File: src/rtl/ssd_pkg.sv
// Shared types and constants for the speech segment detector.
// No dependencies; used by the interfaces, the step logic and the top level.
`timescale 1ns / 1ps

package ssd_pkg;

  localparam int PROB_W   = 16;
  localparam int PAD_W    = 16;
  localparam int SAMPLE_W = 32;

  // 0.15 and 0.01 in Q0.16, truncated
  localparam logic [PROB_W-1:0] HYST_Q16  = 16'd9830;
  localparam logic [PROB_W-1:0] FLOOR_Q16 = 16'd655;
  localparam logic [PROB_W-1:0] RELEASE_MIN_THR = 16'd10485;

  // configuration register indexes
  typedef enum logic [2:0] {
    REG_THRESHOLD   = 3'd0,
    REG_SPEECH_PAD  = 3'd1,
    REG_MIN_SPEECH  = 3'd2,
    REG_MIN_SILENCE = 3'd3,
    REG_MAX_SPEECH  = 3'd4
  } cfg_reg_t;

  // input item kinds
  localparam logic KIND_CHUNK = 1'b0;
  localparam logic KIND_EOS   = 1'b1;

  typedef struct packed {
    logic [PROB_W-1:0]   threshold;
    logic [PAD_W-1:0]    pad_len;
    logic [SAMPLE_W-1:0] min_seg_len;
    logic [SAMPLE_W-1:0] min_quiet_len;
    logic [SAMPLE_W-1:0] max_seg_len;
  } cfg_t;

  typedef struct packed {
    logic                in_speech;
    logic [SAMPLE_W-1:0] segment_start;
    logic [SAMPLE_W-1:0] tentative_end;
    logic [SAMPLE_W-1:0] chunk_position;
  } seg_state_t;

endpackage

File: src/rtl/ssd_in_if.sv
// Input channel of the speech segment detector: valid/ready plus one item.
// Depends on ssd_pkg for field widths.
`timescale 1ns / 1ps

interface ssd_in_if import ssd_pkg::*; ();
  logic                valid;
  logic                ready;
  logic                kind;
  logic [PROB_W-1:0]   probability;
  logic [SAMPLE_W-1:0] total_samples;

  modport source (output valid, output kind, output probability, output total_samples,
                  input ready);
  modport sink   (input valid, input kind, input probability, input total_samples,
                  output ready);
endinterface

File: src/rtl/ssd_out_if.sv
// Result channel of the speech segment detector: valid/ready plus one segment.
// Depends on ssd_pkg for field widths.
`timescale 1ns / 1ps

interface ssd_out_if import ssd_pkg::*; ();
  logic                valid;
  logic                ready;
  logic [SAMPLE_W-1:0] start_sample;
  logic [SAMPLE_W-1:0] stop_sample;

  modport source (output valid, output start_sample, output stop_sample, input ready);
  modport sink   (input valid, input start_sample, input stop_sample, output ready);
endinterface

File: src/rtl/speech_segment_detector_unit.sv
// Top level of the speech segment detector: configuration registers, input
// register, segment state and result register. Depends on ssd_pkg,
// ssd_in_if, ssd_out_if and ssd_seg_step.
//
// Usage:
//   in_ch carries one item per chunk of CHUNK_SAMPLES samples (kind 0, a
//   Q0.16 speech probability) or an end-of-stream item (kind 1, the total
//   length in samples) that closes open speech and rewinds the position.
//   out_ch carries zero or one segment (start, end) per item.
//   cfg_we/cfg_index/cfg_data write a register; write only
//   while no item is in flight.
// Timing:
//   An accepted item sits in the input register; its result, if any, is
//   registered as the item leaves it and is then offered on out_ch. One
//   item per cycle is sustained while out_ch does not hold back a result: the
//   state update and the segment decision are one pass of compare/add logic.
// Reset (rst_n low, synchronous): registers take their defaults, the
//   stream position and speech state clear, both channels go empty.
// Stall: while a result waits on out_ch, one further item is held in the
//   input register; in_ch.ready then drops until the result is taken.
`timescale 1ns / 1ps

module speech_segment_detector_unit import ssd_pkg::*; #(
  parameter int CHUNK_SAMPLES = 512
) (
  input  logic                clk,
  input  logic                rst_n,
  ssd_in_if.sink              in_ch,
  ssd_out_if.source           out_ch,
  input  logic                cfg_we,
  input  logic [2:0]          cfg_index,
  input  logic [SAMPLE_W-1:0] cfg_data
);

  cfg_t                cfg_r;
  seg_state_t          st_r;
  seg_state_t          st_nxt;
  logic                s1_valid_r;
  logic                s1_kind_r;
  logic [PROB_W-1:0]   s1_prob_r;
  logic [SAMPLE_W-1:0] s1_total_r;
  logic                out_valid_r;
  logic [SAMPLE_W-1:0] out_start_r;
  logic [SAMPLE_W-1:0] out_stop_r;
  logic                advance;
  logic                in_take;
  logic                res_valid;
  logic [SAMPLE_W-1:0] res_start;
  logic [SAMPLE_W-1:0] res_end;

  // the staged item moves on when the result register is free or being emptied
  assign advance = s1_valid_r && (!out_valid_r || out_ch.ready);
  assign in_ch.ready = !s1_valid_r || advance;
  assign in_take = in_ch.valid && in_ch.ready;

  assign out_ch.valid        = out_valid_r;
  assign out_ch.start_sample = out_start_r;
  assign out_ch.stop_sample  = out_stop_r;

  // configuration registers
  always_ff @(posedge clk) begin
    if (!rst_n) begin
      cfg_r.threshold     <= 16'd32768;
      cfg_r.pad_len       <= 16'd480;
      cfg_r.min_seg_len   <= 32'd4000;
      cfg_r.min_quiet_len <= 32'd1600;
      cfg_r.max_seg_len   <= 32'd0;
    end else if (cfg_we) begin
      case (cfg_reg_t'(cfg_index))
        REG_THRESHOLD:   cfg_r.threshold     <= cfg_data[PROB_W-1:0];
        REG_SPEECH_PAD:  cfg_r.pad_len       <= cfg_data[PAD_W-1:0];
        REG_MIN_SPEECH:  cfg_r.min_seg_len   <= cfg_data;
        REG_MIN_SILENCE: cfg_r.min_quiet_len <= cfg_data;
        REG_MAX_SPEECH:  cfg_r.max_seg_len   <= cfg_data;
        default: ;
      endcase
    end
  end

  // input register
  always_ff @(posedge clk) begin
    if (!rst_n) begin
      s1_valid_r <= 1'b0;
    end else if (in_ch.ready) begin
      s1_valid_r <= in_ch.valid;
    end
  end

  always_ff @(posedge clk) begin
    if (in_take) begin
      s1_kind_r  <= in_ch.kind;
      s1_prob_r  <= in_ch.probability;
      s1_total_r <= in_ch.total_samples;
    end
  end

  ssd_seg_step #(
    .CHUNK_SAMPLES (CHUNK_SAMPLES)
  ) u_step (
    .cfg           (cfg_r),
    .st            (st_r),
    .kind          (s1_kind_r),
    .probability   (s1_prob_r),
    .total_samples (s1_total_r),
    .st_nxt        (st_nxt),
    .res_valid     (res_valid),
    .res_start     (res_start),
    .res_end       (res_end)
  );

  // segment state
  always_ff @(posedge clk) begin
    if (!rst_n) begin
      st_r <= '0;
    end else if (advance) begin
      st_r <= st_nxt;
    end
  end

  // result register
  always_ff @(posedge clk) begin
    if (!rst_n) begin
      out_valid_r <= 1'b0;
    end else if (advance) begin
      out_valid_r <= res_valid;
    end else if (out_ch.ready) begin
      out_valid_r <= 1'b0;
    end
  end

  always_ff @(posedge clk) begin
    if (advance && res_valid) begin
      out_start_r <= res_start;
      out_stop_r  <= res_end;
    end
  end

  // a new result only comes from an item that just left the input register
  a_result_from_item: assert property (@(posedge clk) disable iff (!rst_n)
    $rose(out_valid_r) |-> $past(advance))
    else $error("result appeared without a processed item");

  // a segment is only emitted out of speech
  a_emit_in_speech: assert property (@(posedge clk) disable iff (!rst_n)
    (advance && res_valid) |-> st_r.in_speech)
    else $error("segment emitted while not in speech");

  // no pending end outside speech
  a_no_end_idle: assert property (@(posedge clk) disable iff (!rst_n)
    !st_r.in_speech |-> (st_r.tentative_end == '0))
    else $error("tentative end held outside speech");

  // end of stream rewinds the stream
  a_eos_rewind: assert property (@(posedge clk) disable iff (!rst_n)
    (advance && (s1_kind_r == KIND_EOS)) |=> (st_r == '0))
    else $error("stream state not cleared after end of stream");

endmodule

File: src/rtl/ssd_seg_step.sv
// Combinational segment decision for one item: hysteresis, silence timing,
// padding, minimum length and length limit. Depends on ssd_pkg.
`timescale 1ns / 1ps

module ssd_seg_step import ssd_pkg::*; #(
  parameter int CHUNK_SAMPLES = 512
) (
  input  cfg_t                cfg,
  input  seg_state_t          st,
  input  logic                kind,
  input  logic [PROB_W-1:0]   probability,
  input  logic [SAMPLE_W-1:0] total_samples,
  output seg_state_t          st_nxt,
  output logic                res_valid,
  output logic [SAMPLE_W-1:0] res_start,
  output logic [SAMPLE_W-1:0] res_end
);

  localparam logic [SAMPLE_W:0]   CHUNK_W1 = (SAMPLE_W+1)'(CHUNK_SAMPLES);
  localparam logic [SAMPLE_W+1:0] CHUNK_W2 = (SAMPLE_W+2)'(CHUNK_SAMPLES);

  logic [PROB_W-1:0]   release_lvl;
  logic                trig;
  logic                low;
  logic [SAMPLE_W:0]   chunk_end;
  logic [SAMPLE_W-1:0] start_new;
  logic [SAMPLE_W-1:0] te_kept;
  logic [SAMPLE_W-1:0] te_set;
  logic [SAMPLE_W+1:0] silence;
  logic                silence_ok;
  logic [SAMPLE_W:0]   end_pad;
  logic [SAMPLE_W+1:0] seg_len;
  logic                len_ok;
  logic [SAMPLE_W+1:0] limit;
  logic                limit_on;
  logic [SAMPLE_W:0]   start_lim;
  logic [SAMPLE_W:0]   close_end;
  logic [SAMPLE_W-1:0] eos_end;

  // release level and hysteresis compares
  assign release_lvl = (cfg.threshold >= RELEASE_MIN_THR) ? cfg.threshold - HYST_Q16
                                                          : FLOOR_Q16;
  assign trig = (probability >= cfg.threshold);
  assign low  = (probability < release_lvl);

  // chunk bounds, exact (not wrapped)
  assign chunk_end = {1'b0, st.chunk_position} + CHUNK_W1;
  assign start_new = (st.chunk_position > {{(SAMPLE_W-PAD_W){1'b0}}, cfg.pad_len})
                   ? st.chunk_position - {{(SAMPLE_W-PAD_W){1'b0}}, cfg.pad_len}
                   : '0;

  // tentative end: cleared by speech, set on first quiet chunk
  assign te_kept = trig ? '0 : st.tentative_end;
  assign te_set  = (te_kept == '0) ? chunk_end[SAMPLE_W-1:0] : te_kept;

  // silence duration, signed so a wrapped end never closes
  assign silence    = {1'b0, chunk_end} - {2'b00, te_set};
  assign silence_ok = (te_set != '0) && !silence[SAMPLE_W+1] &&
                      (silence[SAMPLE_W:0] >= {1'b0, cfg.min_quiet_len});

  // padded end and segment length
  assign end_pad = {1'b0, te_set} + {{(SAMPLE_W+1-PAD_W){1'b0}}, cfg.pad_len};
  assign seg_len = {1'b0, end_pad} - {2'b00, st.segment_start};
  assign len_ok  = !seg_len[SAMPLE_W+1] && (seg_len[SAMPLE_W:0] >= {1'b0, cfg.min_seg_len});

  // length limit, active only when positive
  assign limit = {2'b00, cfg.max_seg_len} - CHUNK_W2
               - {{(SAMPLE_W+1-PAD_W){1'b0}}, cfg.pad_len, 1'b0};
  assign limit_on  = !limit[SAMPLE_W+1] && (limit != '0);
  assign start_lim = {1'b0, st.segment_start} + {1'b0, limit[SAMPLE_W-1:0]};

  assign close_end = (limit_on && ($signed(seg_len) > $signed(limit))) ? start_lim : end_pad;
  assign eos_end   = (limit_on && (start_lim < {1'b0, total_samples}))
                   ? start_lim[SAMPLE_W-1:0] : total_samples;

  // decide next state and result
  always_comb begin
    st_nxt    = st;
    res_valid = 1'b0;
    res_start = st.segment_start;
    res_end   = eos_end;
    if (kind == KIND_EOS) begin
      res_valid = st.in_speech;
      st_nxt    = '0;
    end else begin
      st_nxt.tentative_end  = te_kept;
      st_nxt.chunk_position = chunk_end[SAMPLE_W-1:0];
      if (trig && !st.in_speech) begin
        st_nxt.in_speech     = 1'b1;
        st_nxt.segment_start = start_new;
      end else if (low && st.in_speech) begin
        st_nxt.tentative_end = te_set;
        if (silence_ok) begin
          res_valid            = len_ok;
          res_end              = close_end[SAMPLE_W] ? '1 : close_end[SAMPLE_W-1:0];
          st_nxt.in_speech     = 1'b0;
          st_nxt.tentative_end = '0;
        end
      end
    end
  end

endmodule
File: src/flat_wrapper.sv
// flat-port wrapper written by rule: the top's interface ports become plain ports
module speech_segment_detector_unit_flat import ssd_pkg::*;
#(
  parameter int CHUNK_SAMPLES = 512
)
  (clk, rst_n, cfg_we, cfg_index, cfg_data, in_ch_valid, in_ch_kind, in_ch_probability, in_ch_total_samples, in_ch_ready, out_ch_valid, out_ch_start_sample, out_ch_stop_sample, out_ch_ready);
  ssd_in_if in_ch_i ();
  ssd_out_if out_ch_i ();
  input  logic clk;
  input  logic rst_n;
  input  logic cfg_we;
  input  logic [2:0] cfg_index;
  input  logic [SAMPLE_W-1:0] cfg_data;
  input wire logic [$bits(in_ch_i.valid)-1:0] in_ch_valid;
  input wire logic [$bits(in_ch_i.kind)-1:0] in_ch_kind;
  input wire logic [$bits(in_ch_i.probability)-1:0] in_ch_probability;
  input wire logic [$bits(in_ch_i.total_samples)-1:0] in_ch_total_samples;
  output wire logic [$bits(in_ch_i.ready)-1:0] in_ch_ready;
  output wire logic [$bits(out_ch_i.valid)-1:0] out_ch_valid;
  output wire logic [$bits(out_ch_i.start_sample)-1:0] out_ch_start_sample;
  output wire logic [$bits(out_ch_i.stop_sample)-1:0] out_ch_stop_sample;
  input wire logic [$bits(out_ch_i.ready)-1:0] out_ch_ready;
  assign in_ch_i.valid = in_ch_valid;
  assign in_ch_i.kind = in_ch_kind;
  assign in_ch_i.probability = in_ch_probability;
  assign in_ch_i.total_samples = in_ch_total_samples;
  assign in_ch_ready = in_ch_i.ready;
  assign out_ch_valid = out_ch_i.valid;
  assign out_ch_start_sample = out_ch_i.start_sample;
  assign out_ch_stop_sample = out_ch_i.stop_sample;
  assign out_ch_i.ready = out_ch_ready;
  speech_segment_detector_unit #(.CHUNK_SAMPLES(CHUNK_SAMPLES)) u_core (.clk(clk), .rst_n(rst_n), .in_ch(in_ch_i), .out_ch(out_ch_i), .cfg_we(cfg_we), .cfg_index(cfg_index), .cfg_data(cfg_data));
endmodule
File: config.mk
export PLATFORM = sky130hd
export DESIGN_NAME = speech_segment_detector_unit_flat
export DESIGN_NICKNAME = d
export VERILOG_FILES = /design/src/rtl/ssd_pkg.sv /design/src/rtl/ssd_in_if.sv /design/src/rtl/ssd_out_if.sv /design/src/rtl/speech_segment_detector_unit.sv /design/src/rtl/ssd_seg_step.sv /design/src/flat_wrapper.sv
export SDC_FILE = /design/constraint.sdc
export NUM_CORES = 1
export LEC_CHECK = 0
export ABC_AREA = 1
export CAP_MARGIN = 30
export CORE_MARGIN = 3
export CORE_UTILIZATION = 50
export DETAILED_ROUTE_END_ITERATION = 10
export DONT_BUFFER_PORTS = 1
export PLACE_DENSITY = 0.76
export SYNTH_ARGS = -nofsm -noshare
export SYNTH_HDL_FRONTEND = slang
export SYNTH_SLANG_ARGS = --single-unit
export TNS_END_PERCENT = 100
File: constraint.sdc
create_clock -name clk -period 15.2 [get_ports clk]
set_clock_uncertainty 0.05 [all_clocks]
set_input_delay 1.52 -clock clk [delete_from_list [all_inputs] [get_ports clk]]
set_output_delay 1.52 -clock clk [all_outputs]
set_load 0.01 [all_outputs]
==> impl_metrics.tcl <==
set metrics [dict create \
    dr.pass1.iters 7 \
    vias 25200 \
    synth_top_area_share_pct 16.6 \
    grt_antenna_before_repair 4 \
    grt_pass1_vias 23500 \
    cts_made_buffers 41 \
    die-area_um2 55400 \
    clkTransAtPathRegs_ps 60 \
    cts_resized 0 \
    synthArstFlopShare_pct 0 \
    ys_seq_elements 331 \
    p_leak_uw 0.0131 \
    final-hold-violation-count 0 \
    post-route-period-util_pct 66.8 \
    root_buffer "clkbuf_16" \
    synth.area.top_cells "dfxtp_1 17%, ha_1 14%, edfxtp_1 13%" \
    fin_setup_tns_ps 0 \
    layout_commonest_cell "nand2_1" \
    final_nets 4052 \
    ys_types 58 \
    drc_errors 0 \
    yosysWarnings 0 \
    synth-main-ff-cell "dfxtp_1" \
    powerDensity_nw_per_um2 107 \
    wl_per_cell_um 19.8 \
    clockBufferDepth 3 \
    die_w_um 235 \
    use_met3_pct 6.38 \
    tightestPinTransition_ps 1020 \
    htreeDepth 2 \
    cpMostUsedCell "inv_1" \
    start_util_pct 50.9 \
    vdd_drop_max_uv 81.0 \
    startpoint_type "flop" \
    worstSetupPathType "reg -> reg" \
    status "finished, final reports clean" \
    met2_usage_pct 48.3 \
    end_kind "flop" \
    slowest_stage "o21ai_0" \
    r2r_setup_slack_ps 5050 \
    syn_avg_cell_area_um2 7.09 \
    post_route_cells_drive_above_1_share_pct 4.60 \
    grtUsageTotal_pct 30.1 \
    reg2reg_depth 49 \
    syn_area_um2 26300 \
    drv_slew 0 \
    design.core.area_um2 51700 \
    worstHoldPathType "reg -> reg" \
    cts_hold_buf 0 \
    most-common-layout-cells "723 x nand2_1, 504 x inv_1, 406 x a21oi_1" \
    netlist.top_cell.by_area "dfxtp_1" \
    setup_viol 0 \
    cts_tree "yes" \
    syn_nets 4098 \
    drt.antenna.violating_nets 0 \
    gp_congestion 1.04 \
    synth_edf_count 113 \
    fmax_mhz 98.5 \
    path_max_fanout 50 \
    rsz0062_at_grt "false" \
    grt_busiest_layer "met2" \
    cts_setup_buffers 0 \
    grt_overflow 0 \
    crit_arrival_ps 10440 \
    met1_usage_pct 39.8 \
    worstSetupEndpoint "u_core.out_ch.stop_sample[10]" \
    drt-vias-per-instance 5.75 \
    grt_pass1_wl_um 132000 \
    clock_latency_ps 600 \
    syn_inst 3711 \
    critPathMaxStageDelay_ps 460 \
    rows 83 \
    required_ps 15490 \
    drt_iter0_markers 2185 \
    reg2reg_from "u_core.cfg_r[125]" \
    cap_viol_max_count 0 \
    ios 155 \
    grt_max_degree 129 \
    die_height_um 235 \
    syn_to_final_growth_pct 7.36 \
    clkSinkCount 331 \
    startpoint "u_core.cfg_r[125]" \
    p_total_uw 3020 \
    period_needed_ps 10150 \
    regToRegEndpoint "u_core.out_ch.stop_sample[10]" \
    dp_hpwl_um 68500 \
    synth.yosys.seq_area_share_pct 29.5 \
    io_buffers 0 \
    drt_wl_total_um 86500 \
    slew_headroom_pct 31.6 \
]
-- through the flow --
step / cell area, um2 / std cells / hold WS [ps] / setup WS, ps / util [%]
final: 28300 / 4378 / 412 / 5050 / 54.6
after global routing: 28300 / 4378 / 430 / 4250 / 54.6
after CTS: 28200 / 4377 / 412 / 5250 / 54.6
after detailed placement: 26800 / 4302 / 402 / 5340 / 51.9
after global placement: 26800 / 4302 / 396 / 5520 / 51.9
after floorplan: 26300 / 3711 / 385 / 6760 / -
-- layer usage --
metal | routed length (um) | vias to the layer above
li1 | - | 12400
met1 | 36400 | 11500
met2 | 38400 | 1104
met3 | 8160 | 193
met4 | 3540 | 4
met5 | 25 | -
-- layout make-up --
cell class,instances,area [um2]
Fill cell,5150,23500
Inverter,518,1940
Clock inverter,25,264
Tap cell,680,851
Antenna cell,1,2.50
Clock buffer,50,1150
Multi-Input combinational cell,2759,16200
Timing Repair Buffer,14,105
Sequential cell,331,7760
-- state kept, by name, indices dropped and copies added (netlist names) --
register                    flops
u_core.cfg_r                  128
u_core.out_ch.start_sample     32
u_core.out_ch.stop_sample      32
u_core.out_ch.valid             1
u_core.s1_kind_r                1
u_core.s1_prob_r               16
u_core.s1_total_r              32
u_core.s1_valid_r               1
u_core.st_r                    88
-- cells in the mapped netlist, drive strengths merged, types with 14 or more instances --
| cell type | instances |
|---|---|
| nand3 | 199 |
| xnor2 | 36 |
| ha | 294 |
| nor3 | 54 |
| o211ai | 21 |
| clkbuf | 69 |
| o21a | 38 |
| inv | 516 |
| dfxtp | 218 |
| nor4 | 15 |
| nand4 | 65 |
| nor2 | 324 |
| a21o | 14 |
| buf | 34 |
| a21oi | 407 |
| edfxtp | 113 |
| nand2 | 738 |
| o21ai | 312 |
| xor2 | 138 |
-- report_power, final --
part | leakage [uW] | switching (uW) | total (uW) | internal, uW
combinational | 0.00952 | 693 | 1030 | 341
sequential | 0.00289 | 14.9 | 966 | 951
clock | 0.000685 | 435 | 1020 | 588
total | 0.0131 | 1140 | 3020 | 1880
-- worst min path at each step --
| stage | slack [ps] | cells after the start | startpoint | endpoint |
|---|---|---|---|---|
| final | 410 | 2 | u_core.cfg_r[62] | u_core.cfg_r[62] |
| after detailed placement | 400 | 2 | u_core.cfg_r[62] | u_core.cfg_r[62] |
| after global placement | 400 | 2 | u_core.cfg_r[46] | u_core.cfg_r[46] |
| after floorplan | 390 | 2 | u_core.cfg_r[1] | u_core.cfg_r[1] |
| after global routing | 430 | 2 | u_core.cfg_r[65] | u_core.cfg_r[65] |
| after CTS | 410 | 2 | u_core.cfg_r[62] | u_core.cfg_r[62] |
-- kinds of logic after synthesis --
kind of cell	synth area share, %
XOR/XNOR	5.82
AND/OR/NAND/NOR	23.2
buffers and inverters	9.18
AO/OA/AOI/OAI	18.1
adder cells (fa/ha/maj)	14.3
flip-flops	29.5
-- worst max-delay path: cells and delay by family (launching register included) --
kind / cells / cell delay, ps
AOI/OAI and AO/OA: 16 / 3610
xor gates and xnor gates: 1 / 300
adders and majority gates: 5 / 1420
buffers and inverters: 11 / 1950
DFF: 1 / 370
and+or+nand+nor: 16 / 2140
(Power assumes the default switching activity.)
